==> src/rtl/rpv_pkg.sv <==
// Shared types and constants for the vertex rotate and project pipeline.
package rpv_pkg;

   localparam int CFG_W      = 16;
   localparam int CTR_W      = 8;
   localparam int CORNER_W   = 3;
   localparam int SCR_W      = 10;
   localparam int CSR_IDX_W  = 3;
   localparam int PROJ_SCALE = 78;
   localparam int QUO_W      = 10;
   localparam int DIV_STEP   = 2;
   localparam int DIV_STAGES = QUO_W / DIV_STEP;
   localparam int OUT_MIN    = -512;
   localparam int OUT_MAX    = 511;

   typedef enum logic [CSR_IDX_W-1:0] {
      CSR_SIN_X    = 3'd0,
      CSR_COS_X    = 3'd1,
      CSR_SIN_Y    = 3'd2,
      CSR_COS_Y    = 3'd3,
      CSR_SIN_Z    = 3'd4,
      CSR_COS_Z    = 3'd5,
      CSR_CENTER_X = 3'd6,
      CSR_CENTER_Y = 3'd7
   } csr_index_type;

   typedef struct packed {
      logic signed [CFG_W-1:0] sin_x;
      logic signed [CFG_W-1:0] cos_x;
      logic signed [CFG_W-1:0] sin_y;
      logic signed [CFG_W-1:0] cos_y;
      logic signed [CFG_W-1:0] sin_z;
      logic signed [CFG_W-1:0] cos_z;
   } trig_type;

   typedef struct packed {
      logic valid;
      logic neg_x;
      logic neg_y;
      logic ovf_x;
      logic ovf_y;
   } div_ctl_type;

endpackage

==> src/rtl/rpv_divide.sv <==
// Scale by the projection factor and pipelined restoring division, two lanes.
module rpv_divide import rpv_pkg::*; #(
   parameter int X3W = 24,
   parameter int DW  = 21
) (
   input  logic                  clock,
   input  logic                  reset,
   input  logic                  in_valid,
   input  logic signed [X3W-1:0] x3,
   input  logic signed [X3W-1:0] y3,
   input  logic [DW-1:0]         depth,
   output div_ctl_type           ctl_out,
   output logic [QUO_W-1:0]      quo_x,
   output logic [QUO_W-1:0]      quo_y
);

   localparam int MW = X3W + 8;
   localparam int RW = ((MW > DW + QUO_W) ? MW : DW + QUO_W) + 1;

   logic signed [MW-1:0] nx, ny;
   logic [MW-1:0] ax, ay;
   logic [RW-1:0] dlim;
   div_ctl_type ctl_in;

   div_ctl_type      ctl_ff [DIV_STAGES+1];
   logic [RW-1:0]    remx_ff [DIV_STAGES+1];
   logic [RW-1:0]    remy_ff [DIV_STAGES+1];
   logic [DW-1:0]    den_ff [DIV_STAGES+1];
   logic [QUO_W-1:0] qx_ff [DIV_STAGES+1];
   logic [QUO_W-1:0] qy_ff [DIV_STAGES+1];

   always_comb begin
      nx   = MW'(x3) * MW'(PROJ_SCALE);
      ny   = MW'(y3) * MW'(PROJ_SCALE);
      ax   = nx[MW-1] ? MW'(-nx) : MW'(nx);
      ay   = ny[MW-1] ? MW'(-ny) : MW'(ny);
      dlim = RW'(depth) << QUO_W;
      ctl_in.valid = in_valid;
      ctl_in.neg_x = nx[MW-1];
      ctl_in.neg_y = ny[MW-1];
      ctl_in.ovf_x = RW'(ax) >= dlim;
      ctl_in.ovf_y = RW'(ay) >= dlim;
   end

   always_ff @(posedge clock) begin
      if (reset) begin
         ctl_ff[0] <= '0;
      end else begin
         ctl_ff[0] <= ctl_in;
      end
      remx_ff[0] <= RW'(ax);
      remy_ff[0] <= RW'(ay);
      den_ff[0]  <= depth;
      qx_ff[0]   <= '0;
      qy_ff[0]   <= '0;
   end

   for (genvar s = 0; s < DIV_STAGES; s++) begin : g_stage
      logic [RW-1:0]    rx, ry, dsh;
      logic [QUO_W-1:0] qx, qy;

      always_comb begin
         rx = remx_ff[s];
         ry = remy_ff[s];
         qx = qx_ff[s];
         qy = qy_ff[s];
         for (int k = 0; k < DIV_STEP; k++) begin
            dsh = RW'(den_ff[s]) << (QUO_W - 1 - s * DIV_STEP - k);
            qx  = qx << 1;
            qy  = qy << 1;
            if (rx >= dsh) begin
               rx    = rx - dsh;
               qx[0] = 1'b1;
            end
            if (ry >= dsh) begin
               ry    = ry - dsh;
               qy[0] = 1'b1;
            end
         end
      end

      always_ff @(posedge clock) begin
         if (reset) begin
            ctl_ff[s+1] <= '0;
         end else begin
            ctl_ff[s+1] <= ctl_ff[s];
         end
         remx_ff[s+1] <= rx;
         remy_ff[s+1] <= ry;
         den_ff[s+1]  <= den_ff[s];
         qx_ff[s+1]   <= qx;
         qy_ff[s+1]   <= qy;
      end
   end

   assign ctl_out = ctl_ff[DIV_STAGES];
   assign quo_x   = qx_ff[DIV_STAGES];
   assign quo_y   = qy_ff[DIV_STAGES];

endmodule

==> config.mk <==
export PLATFORM = sky130hd
export DESIGN_NAME = rpv_divide
export DESIGN_NICKNAME = d
export VERILOG_FILES = /design/src/rtl/rpv_pkg.sv /design/src/rtl/rpv_divide.sv
export SDC_FILE = /design/constraint.sdc
export NUM_CORES = 2
export LEC_CHECK = 0
export ABC_CLOCK_PERIOD_IN_PS = 7400
export CORE_MARGIN = 2
export CORE_UTILIZATION = 55
export CTS_BUF_LIST = sky130_fd_sc_hd__clkbuf_4
export CTS_CLUSTER_DIAMETER = 150
export DETAILED_ROUTE_END_ITERATION = 10
export DONT_BUFFER_PORTS = 1
export PLACE_DENSITY_LB_ADDON = 0.3
export SLEW_MARGIN = 25
export SYNTH_ARGS = -nofsm -noshare
export SYNTH_HDL_FRONTEND = slang
export SYNTH_SLANG_ARGS = --single-unit
==> constraint.sdc <==
create_clock -name clock -period 7.4 [get_ports clock]
set_input_delay 0.74 -clock clock [delete_from_list [all_inputs] [get_ports clock]]
set_output_delay 0.74 -clock clock [all_outputs]
set_load 0.1 [all_outputs]
* After elaboration in Yosys (flattened, before gate mapping) *
Memories as Yosys holds them, arrays and structs flattened.
Cells that the tools add are included.

operators by class
  add/subtract/negate cells = 22
  multipliers = 2
  order comparisons = 22
  muxes and demuxes = 51
  bitwise gates (word level) = 6

operators with widths
  cell                                          count
  two-way mux 33 bit                            20
  greater-or-equal comparator 33 x 21 -> 1 bit  2
  greater-or-equal comparator 33 x 22 -> 1 bit  2
  greater-or-equal comparator 33 x 23 -> 1 bit  2
  greater-or-equal comparator 33 x 24 -> 1 bit  2
  greater-or-equal comparator 33 x 25 -> 1 bit  2
  greater-or-equal comparator 33 x 26 -> 1 bit  2
  greater-or-equal comparator 33 x 27 -> 1 bit  2
  greater-or-equal comparator 33 x 28 -> 1 bit  2
  greater-or-equal comparator 33 x 29 -> 1 bit  2
  greater-or-equal comparator 33 x 30 -> 1 bit  2
  subtractor 33 x 21 -> 33 bit                  2
  subtractor 33 x 22 -> 33 bit                  2
  subtractor 33 x 23 -> 33 bit                  2
  subtractor 33 x 24 -> 33 bit                  2
  subtractor 33 x 25 -> 33 bit                  2
  subtractor 33 x 26 -> 33 bit                  2
  subtractor 33 x 27 -> 33 bit                  2
  subtractor 33 x 28 -> 33 bit                  2
  subtractor 33 x 29 -> 33 bit                  2
  subtractor 33 x 30 -> 33 bit                  2
  greater-or-equal comparator 32 x 31 -> 1 bit  2
  two-way mux 32 bit                            2
  negator 32 bit                                2
  4 further kinds                               37

word-level totals
  bits in registers = 0
  bits in writable memories = 672
  input port bits = 72
  output and inout port bits = 25
  logic and storage cells = 109
  memories kept = 6

memory list
  name     depth  bits a word  rd ports  clocked after Yosys merged registers in  wr ports  RTL line          RTL
  remx_ff  6      33           5         0                                        6         rpv_divide.sv:26  logic [RW-1:0] remx_ff [DIV_STAGES+1];
  remy_ff  6      33           5         0                                        6         rpv_divide.sv:27  logic [RW-1:0] remy_ff [DIV_STAGES+1];
  den_ff   6      21           5         0                                        6         rpv_divide.sv:28  logic [DW-1:0] den_ff [DIV_STAGES+1];
  qx_ff    6      10           6         0                                        6         rpv_divide.sv:29  logic [QUO_W-1:0] qx_ff [DIV_STAGES+1];
  qy_ff    6      10           6         0                                        6         rpv_divide.sv:30  logic [QUO_W-1:0] qy_ff [DIV_STAGES+1];
  ctl_ff   6      5            6         0                                        6         rpv_divide.sv:25  div_ctl_type ctl_ff [DIV_STAGES+1];

* Longest topological paths before layout *
  depth in word-level cells = 5
  gate-level depth with buffers = 33
  mapped depth without buffers = 30

* Worst setup path after synthesis *
OpenSTA, ideal clock, no wires.

  kind = input to register
  from = input port y3[8]
  to = memory ctl_ff[0][0] (netlist bit)
  setup time = 57 ps
  data arrival time = 6,930 ps
  data required time = 7,343 ps
  setup slack = 413 ps
  stages = 25
  buffers on the path = 0
  cell sequence = ha_1 -> ha_1 -> fa_1 -> inv_1 -> fa_1 -> inv_1 -> ha_1 -> and3_1 -> and3_1 -> and3_1 -> o41ai_1 -> o21ai_0 -> a21boi_0 -> xnor2_1 -> or3_1 -> or3b_2 -> o41ai_1 -> xnor2_1 -> ha_1 -> nand3_1 -> nor2_1 -> inv_1 -> or4_1 -> o41a_1 -> a21bo_2

RTL lines
  what                RTL line          RTL
  start: declaration  rpv_divide.sv:10  input logic signed [X3W-1:0] y3,
  end: declaration    rpv_divide.sv:25

==> results.md <==
- The global-route wire length before repair is 202,300 um.
- The ratio of cells with drive above 1 in the final layout is 8.631%.
- Tracing the worst setup path back leads to its startpoint at den_ff[1][1].
- The number of inserted filler cells in the final layout is 7,647.
- The max-slew headroom at the worst pin is 35.40%.
- The most critical setup path has its endpoint at remx_ff[2][19].
- At the later pin of the worst-skew pair, clock insertion delay measures 1.04 ns.
- The standard-cell row count is 106.
- In the routed design, unresolved DRC markers number 0.
- After detailed routing, the average wire length per cell comes to 18.12 um.
- The fraction of synthesized cell area in xor and xnor cells is 8.760%.
- After Yosys synthesis, and, or, nand and nor cells account for 17.38% of the synthesized area.
- The final cycle utilization of the critical path is 94.16%.
- The count of flip-flops with a built-in enable after synthesis is 0.
- The pin slew with the least headroom to its limit is 0.9676 ns.
- STA classifies the critical path startpoint as a flip-flop.
- The area of the die is 87,430 um2.
- The number of antenna violations at the first check in global routing is 1.
- The maximum number of pins on one net before global-route repair is 43.
- TritonCTS built the clock tree.
- The footprint of the multi-input gates is 34,240 um2.
- The horizontal die dimension is 295.7 um.
- The tree is rooted in a sky130_fd_sc_hd__clkbuf_4.
- The total routing resource utilization after global routing is 28.71%.
- Counting flops with an async set or reset pin after synthesis yields a share of 0%.
- The worst hold path belongs to the class in -> reg.
- The number of nets handed over by synthesis was 6,457.
- For this block, the initial DRC count from the detailed router was 2,654.
- The shortest clock period the worst path allows after layout is 6.968 ns.
- Summed over all nets, wire length on met2 after detailed routing comes to 58,550 um.
- Synthesis produced 5,665 cells.
- The maximum frequency from static timing analysis is 143.5 MHz.
- The area growth from synthesis to layout is 7.602%.
- The total setup buffers inserted after CTS is 0.
- The hold violation count in the final report is 0.
- The count of nets left with antenna violations once routing finished came out at 0.
- The classification of the worst setup path is reg -> reg.
- STA puts the critical path data required time at 8.27 ns.
- The initial cell density of the core is 55.74%.
- The highest metal layer with signal wires is met4.
- In the synthesized netlist, mux cells make up 4.631% of the area.
- The core region is 83,950 um2.
- The count of max-cap constraint violations is 0.
- The H-tree depth is 4.
- STA classifies the critical path endpoint as a flip-flop.
- The setup slack of the most critical reg-to-reg path is 0.43 ns.
- Among all flip-flop cells after synthesis, the most frequent one is sky130_fd_sc_hd__dfxtp_1.
- The overall die height is 295.7 um.
- The endpoint of the worst-slack reg-to-reg timing path is remx_ff[2][19].
- The number of flip-flops and latches in the synthesized netlist is 513.
- In this run the critical register-to-register path is launched from den_ff[1][1].
- The count of nets after finishing is 6,567.
- The via count is 41,350.
- The number of warning messages in the yosys log is 0.
- By area the synthesized netlist is led by sky130_fd_sc_hd__dfxtp_1, sky130_fd_sc_hd__ha_1, sky130_fd_sc_hd__xnor2_1, sky130_fd_sc_hd__a21oi_1, sky130_fd_sc_hd__fa_1.
- In this run the most critical hold path is launched from reset.
- The clock transition time at the flip-flop clock pins of the worst setup and hold paths is 0.07 ns.
- The maximum fanout along the worst path is 31.
- The count of unique library cells instantiated by Yosys is 103.
- The max-slew violation count was 0.
- The number of global-route vias before repair came to 39,650.
- The CTS sink count is 513.
- The longest clock path from root to sink contains 3 buffers.
- The compound-gate portion of the synthesized area is 21.44%.
- The HPWL after detailed placement is 102,100 um.
- The dominant cell type by area after synthesis is sky130_fd_sc_hd__dfxtp_1.
- Setup repair after global routing left no endpoint under its margin.
- The met3 wire length is 6748 um.
- Setup violations remaining at the end of the flow were counted as 0.
- For this run the aggregate overflow at the end of global routing stands at 0.
- The run finished with clean final reports.
- The fraction of the yosys area taken by sequential cells is 21.95%.
- The total standard cell area after synthesis is 46,790 um2.
- The I/O pin count is 97.
- Adding up every negative setup slack in the final design gives 0 ns.
- The register area is 10,270 um2.
- The final layout contains routed wiring with a total length of 127,000 um.
- The number of cells on the worst hold path is 2.
- The clock arrives with 0.09718 ns of skew.
- The count of input and output buffers is 0.
- The share of the synthesized area in the top cell type is 21.95%.
- The mean instance size in the synthesized netlist is 8.260 um2.
- The vias per cell is 5.899.
- The number of buffers created by CTS is 138.
- Summing the areas of all fa, ha and maj instances in the mapped netlist gives 20.92% of the synthesized area.
- At the end of routability-driven placement, the weighted congestion stood at 0.9779.
- The worst register-to-register path has a depth of 23.
- For the worst setup path, the data arrival time is 7.84 ns.
- The number of iterations in the first detailed-routing pass is 6.
- After detailed routing, the wire length on met1 is 55,270 um.
- The combinational family with the most area after synthesis is compound AO/OA/AOI/OAI gates.
-- cells by family (layout without fill, tap and decap cells) --
family                     Yosys count  in the layout
AOI/OAI and AO/OA                 1565           1565
xor gates and xnor gates           468            468
adders and majority gates          720            720
buffers and inverters              592            801
DFF                                513            513
muxes                              194            194
other                                0              1
and+or+nand+nor                   1613           1613
-- area by class of cell --
class,count,area share (%)
diodes,1,0.004970
clock inverters,52,0.9542
inverters,468,3.494
multi-input cells,4560,68.00
repair buffers,94,1.546
clock buffers,187,2.788
flip-flops and latches,513,20.40
well taps,1134,2.818
-- state kept, by name, indices dropped and copies added, names as in the netlist --
register	count
remy_ff	159
remx_ff	159
den_ff	105
qx_ff	30
ctl_ff	30
qy_ff	30
-- cell usage in the layout, fill, tap and decap left out, types with 25 or more instances in the layout --
cell type / n
sky130_fd_sc_hd__a211oi_1: 58
sky130_fd_sc_hd__a21o_1: 211
sky130_fd_sc_hd__a21oi_1: 474
sky130_fd_sc_hd__a31oi_1: 46
sky130_fd_sc_hd__and2_1: 35
sky130_fd_sc_hd__and3_1: 50
sky130_fd_sc_hd__buf_4: 67
sky130_fd_sc_hd__clkbuf_4: 187
sky130_fd_sc_hd__clkinv_1: 27
sky130_fd_sc_hd__dfxtp_1: 513
sky130_fd_sc_hd__dlygate4sd3_1: 25
sky130_fd_sc_hd__fa_1: 104
sky130_fd_sc_hd__ha_1: 616
sky130_fd_sc_hd__inv_1: 463
sky130_fd_sc_hd__mux2_2: 138
sky130_fd_sc_hd__mux2i_1: 32
sky130_fd_sc_hd__nand2_1: 389
sky130_fd_sc_hd__nand2b_1: 82
sky130_fd_sc_hd__nand3_1: 100
sky130_fd_sc_hd__nand4_1: 97
sky130_fd_sc_hd__nor2_1: 406
sky130_fd_sc_hd__nor2b_1: 100
sky130_fd_sc_hd__nor3_1: 103
sky130_fd_sc_hd__nor4_1: 52
sky130_fd_sc_hd__o211ai_1: 48
sky130_fd_sc_hd__o21a_1: 69
sky130_fd_sc_hd__o21ai_0: 342
sky130_fd_sc_hd__o21bai_1: 49
sky130_fd_sc_hd__o31ai_1: 36
sky130_fd_sc_hd__or2_2: 28
sky130_fd_sc_hd__or3_1: 51
sky130_fd_sc_hd__xnor2_1: 311
sky130_fd_sc_hd__xor2_1: 157
-- timing repair --
| item | CTS | global route |
|---|---|---|
| resized for setup | 0 | 2 |
| hold buffers | 26 | 0 |
| hold endpoints to repair | 56 | 0 |
| setup endpoints to repair | 0 | 15 |
-- worst max-delay path, cell delays in order, from the launching register on --
cell and delay [ns]:
sky130_fd_sc_hd__dfxtp_1 0.48, sky130_fd_sc_hd__inv_1 0.23, sky130_fd_sc_hd__fa_1 0.53, sky130_fd_sc_hd__a211oi_2 0.27, sky130_fd_sc_hd__o211ai_1 0.16, sky130_fd_sc_hd__and4b_4 0.24, sky130_fd_sc_hd__o41ai_2 0.44, sky130_fd_sc_hd__a211oi_1 0.20
sky130_fd_sc_hd__nor2_1 0.14, sky130_fd_sc_hd__buf_4 0.24, sky130_fd_sc_hd__nand2_1 0.08, sky130_fd_sc_hd__o31ai_1 0.13, sky130_fd_sc_hd__ha_1 0.37, sky130_fd_sc_hd__or2_2 0.30, sky130_fd_sc_hd__and2_1 0.17, sky130_fd_sc_hd__o211a_1 0.21
sky130_fd_sc_hd__a221oi_1 0.49, sky130_fd_sc_hd__o31ai_1 0.23, sky130_fd_sc_hd__a31o_2 0.30, sky130_fd_sc_hd__o211ai_1 0.25, sky130_fd_sc_hd__nand4b_1 0.18, sky130_fd_sc_hd__or4b_1 0.58, sky130_fd_sc_hd__buf_4 0.29, sky130_fd_sc_hd__mux2_4 0.33
-- per-stage QoR --
step                      worst slack, ns  cells  hold slack [ns]  instance area, um2  util (%)
after global routing              0.02230   7009          0.05552               50350     59.98
after floorplan                    0.4131   5665           0.3096               46790         -
after detailed placement          0.01962   6743           0.3121               48200     57.41
final                              0.4320   7009          0.09703               50350     59.98
after CTS                          0.5471   7008          0.01322               50350     59.97
after global placement             0.1693   6743           0.3108               48200     57.41
-- routing by layer --
metal | vias to the layer above | GRT usage, %
li1 | 20680 | -
met2 | 1200 | 47.97
met3 | 306 | 4.137
met5 | - | 0
met1 | 19160 | 35.95
met4 | 0 | 14.87
-- cells in the mapped netlist (19+ instances only) --
library cell / number
sky130_fd_sc_hd__ha_1: 616
sky130_fd_sc_hd__dfxtp_1: 513
sky130_fd_sc_hd__a21oi_1: 475
sky130_fd_sc_hd__inv_1: 463
sky130_fd_sc_hd__nor2_1: 406
sky130_fd_sc_hd__nand2_1: 389
sky130_fd_sc_hd__o21ai_0: 343
sky130_fd_sc_hd__xnor2_1: 311
sky130_fd_sc_hd__a21o_1: 211
sky130_fd_sc_hd__xor2_1: 157
sky130_fd_sc_hd__mux2_2: 138
sky130_fd_sc_hd__fa_1: 104
sky130_fd_sc_hd__nor3_1: 103
sky130_fd_sc_hd__nand3_1: 100
sky130_fd_sc_hd__nor2b_1: 100
sky130_fd_sc_hd__nand4_1: 97
sky130_fd_sc_hd__clkbuf_1: 86
sky130_fd_sc_hd__nand2b_1: 82
sky130_fd_sc_hd__o21a_1: 69
sky130_fd_sc_hd__a211oi_1: 58
sky130_fd_sc_hd__nor4_1: 52
sky130_fd_sc_hd__or3_1: 51
sky130_fd_sc_hd__and3_1: 50
sky130_fd_sc_hd__o21bai_1: 49
sky130_fd_sc_hd__o211ai_1: 48
sky130_fd_sc_hd__a31oi_1: 46
sky130_fd_sc_hd__o31ai_1: 36
sky130_fd_sc_hd__and2_1: 35
sky130_fd_sc_hd__mux2i_1: 32
sky130_fd_sc_hd__or2_2: 28
sky130_fd_sc_hd__o2111ai_1: 23
sky130_fd_sc_hd__or4_1: 20
sky130_fd_sc_hd__a211o_1: 19
-- worst min path at each step --
stage | end | slack, ns
final | ctl_ff[0][0] | 0.1
after global routing | ctl_ff[0][0] | 0.06
after CTS | ctl_ff[0][0] | 0.01
after detailed placement | qx_ff[5][4] | 0.31
after global placement | qx_ff[2][2] | 0.31
after floorplan | qx_ff[2][2] | 0.31
Power is not shown: default switching activity piles up to over one toggle a cycle in this logic, so the estimate is an artifact.
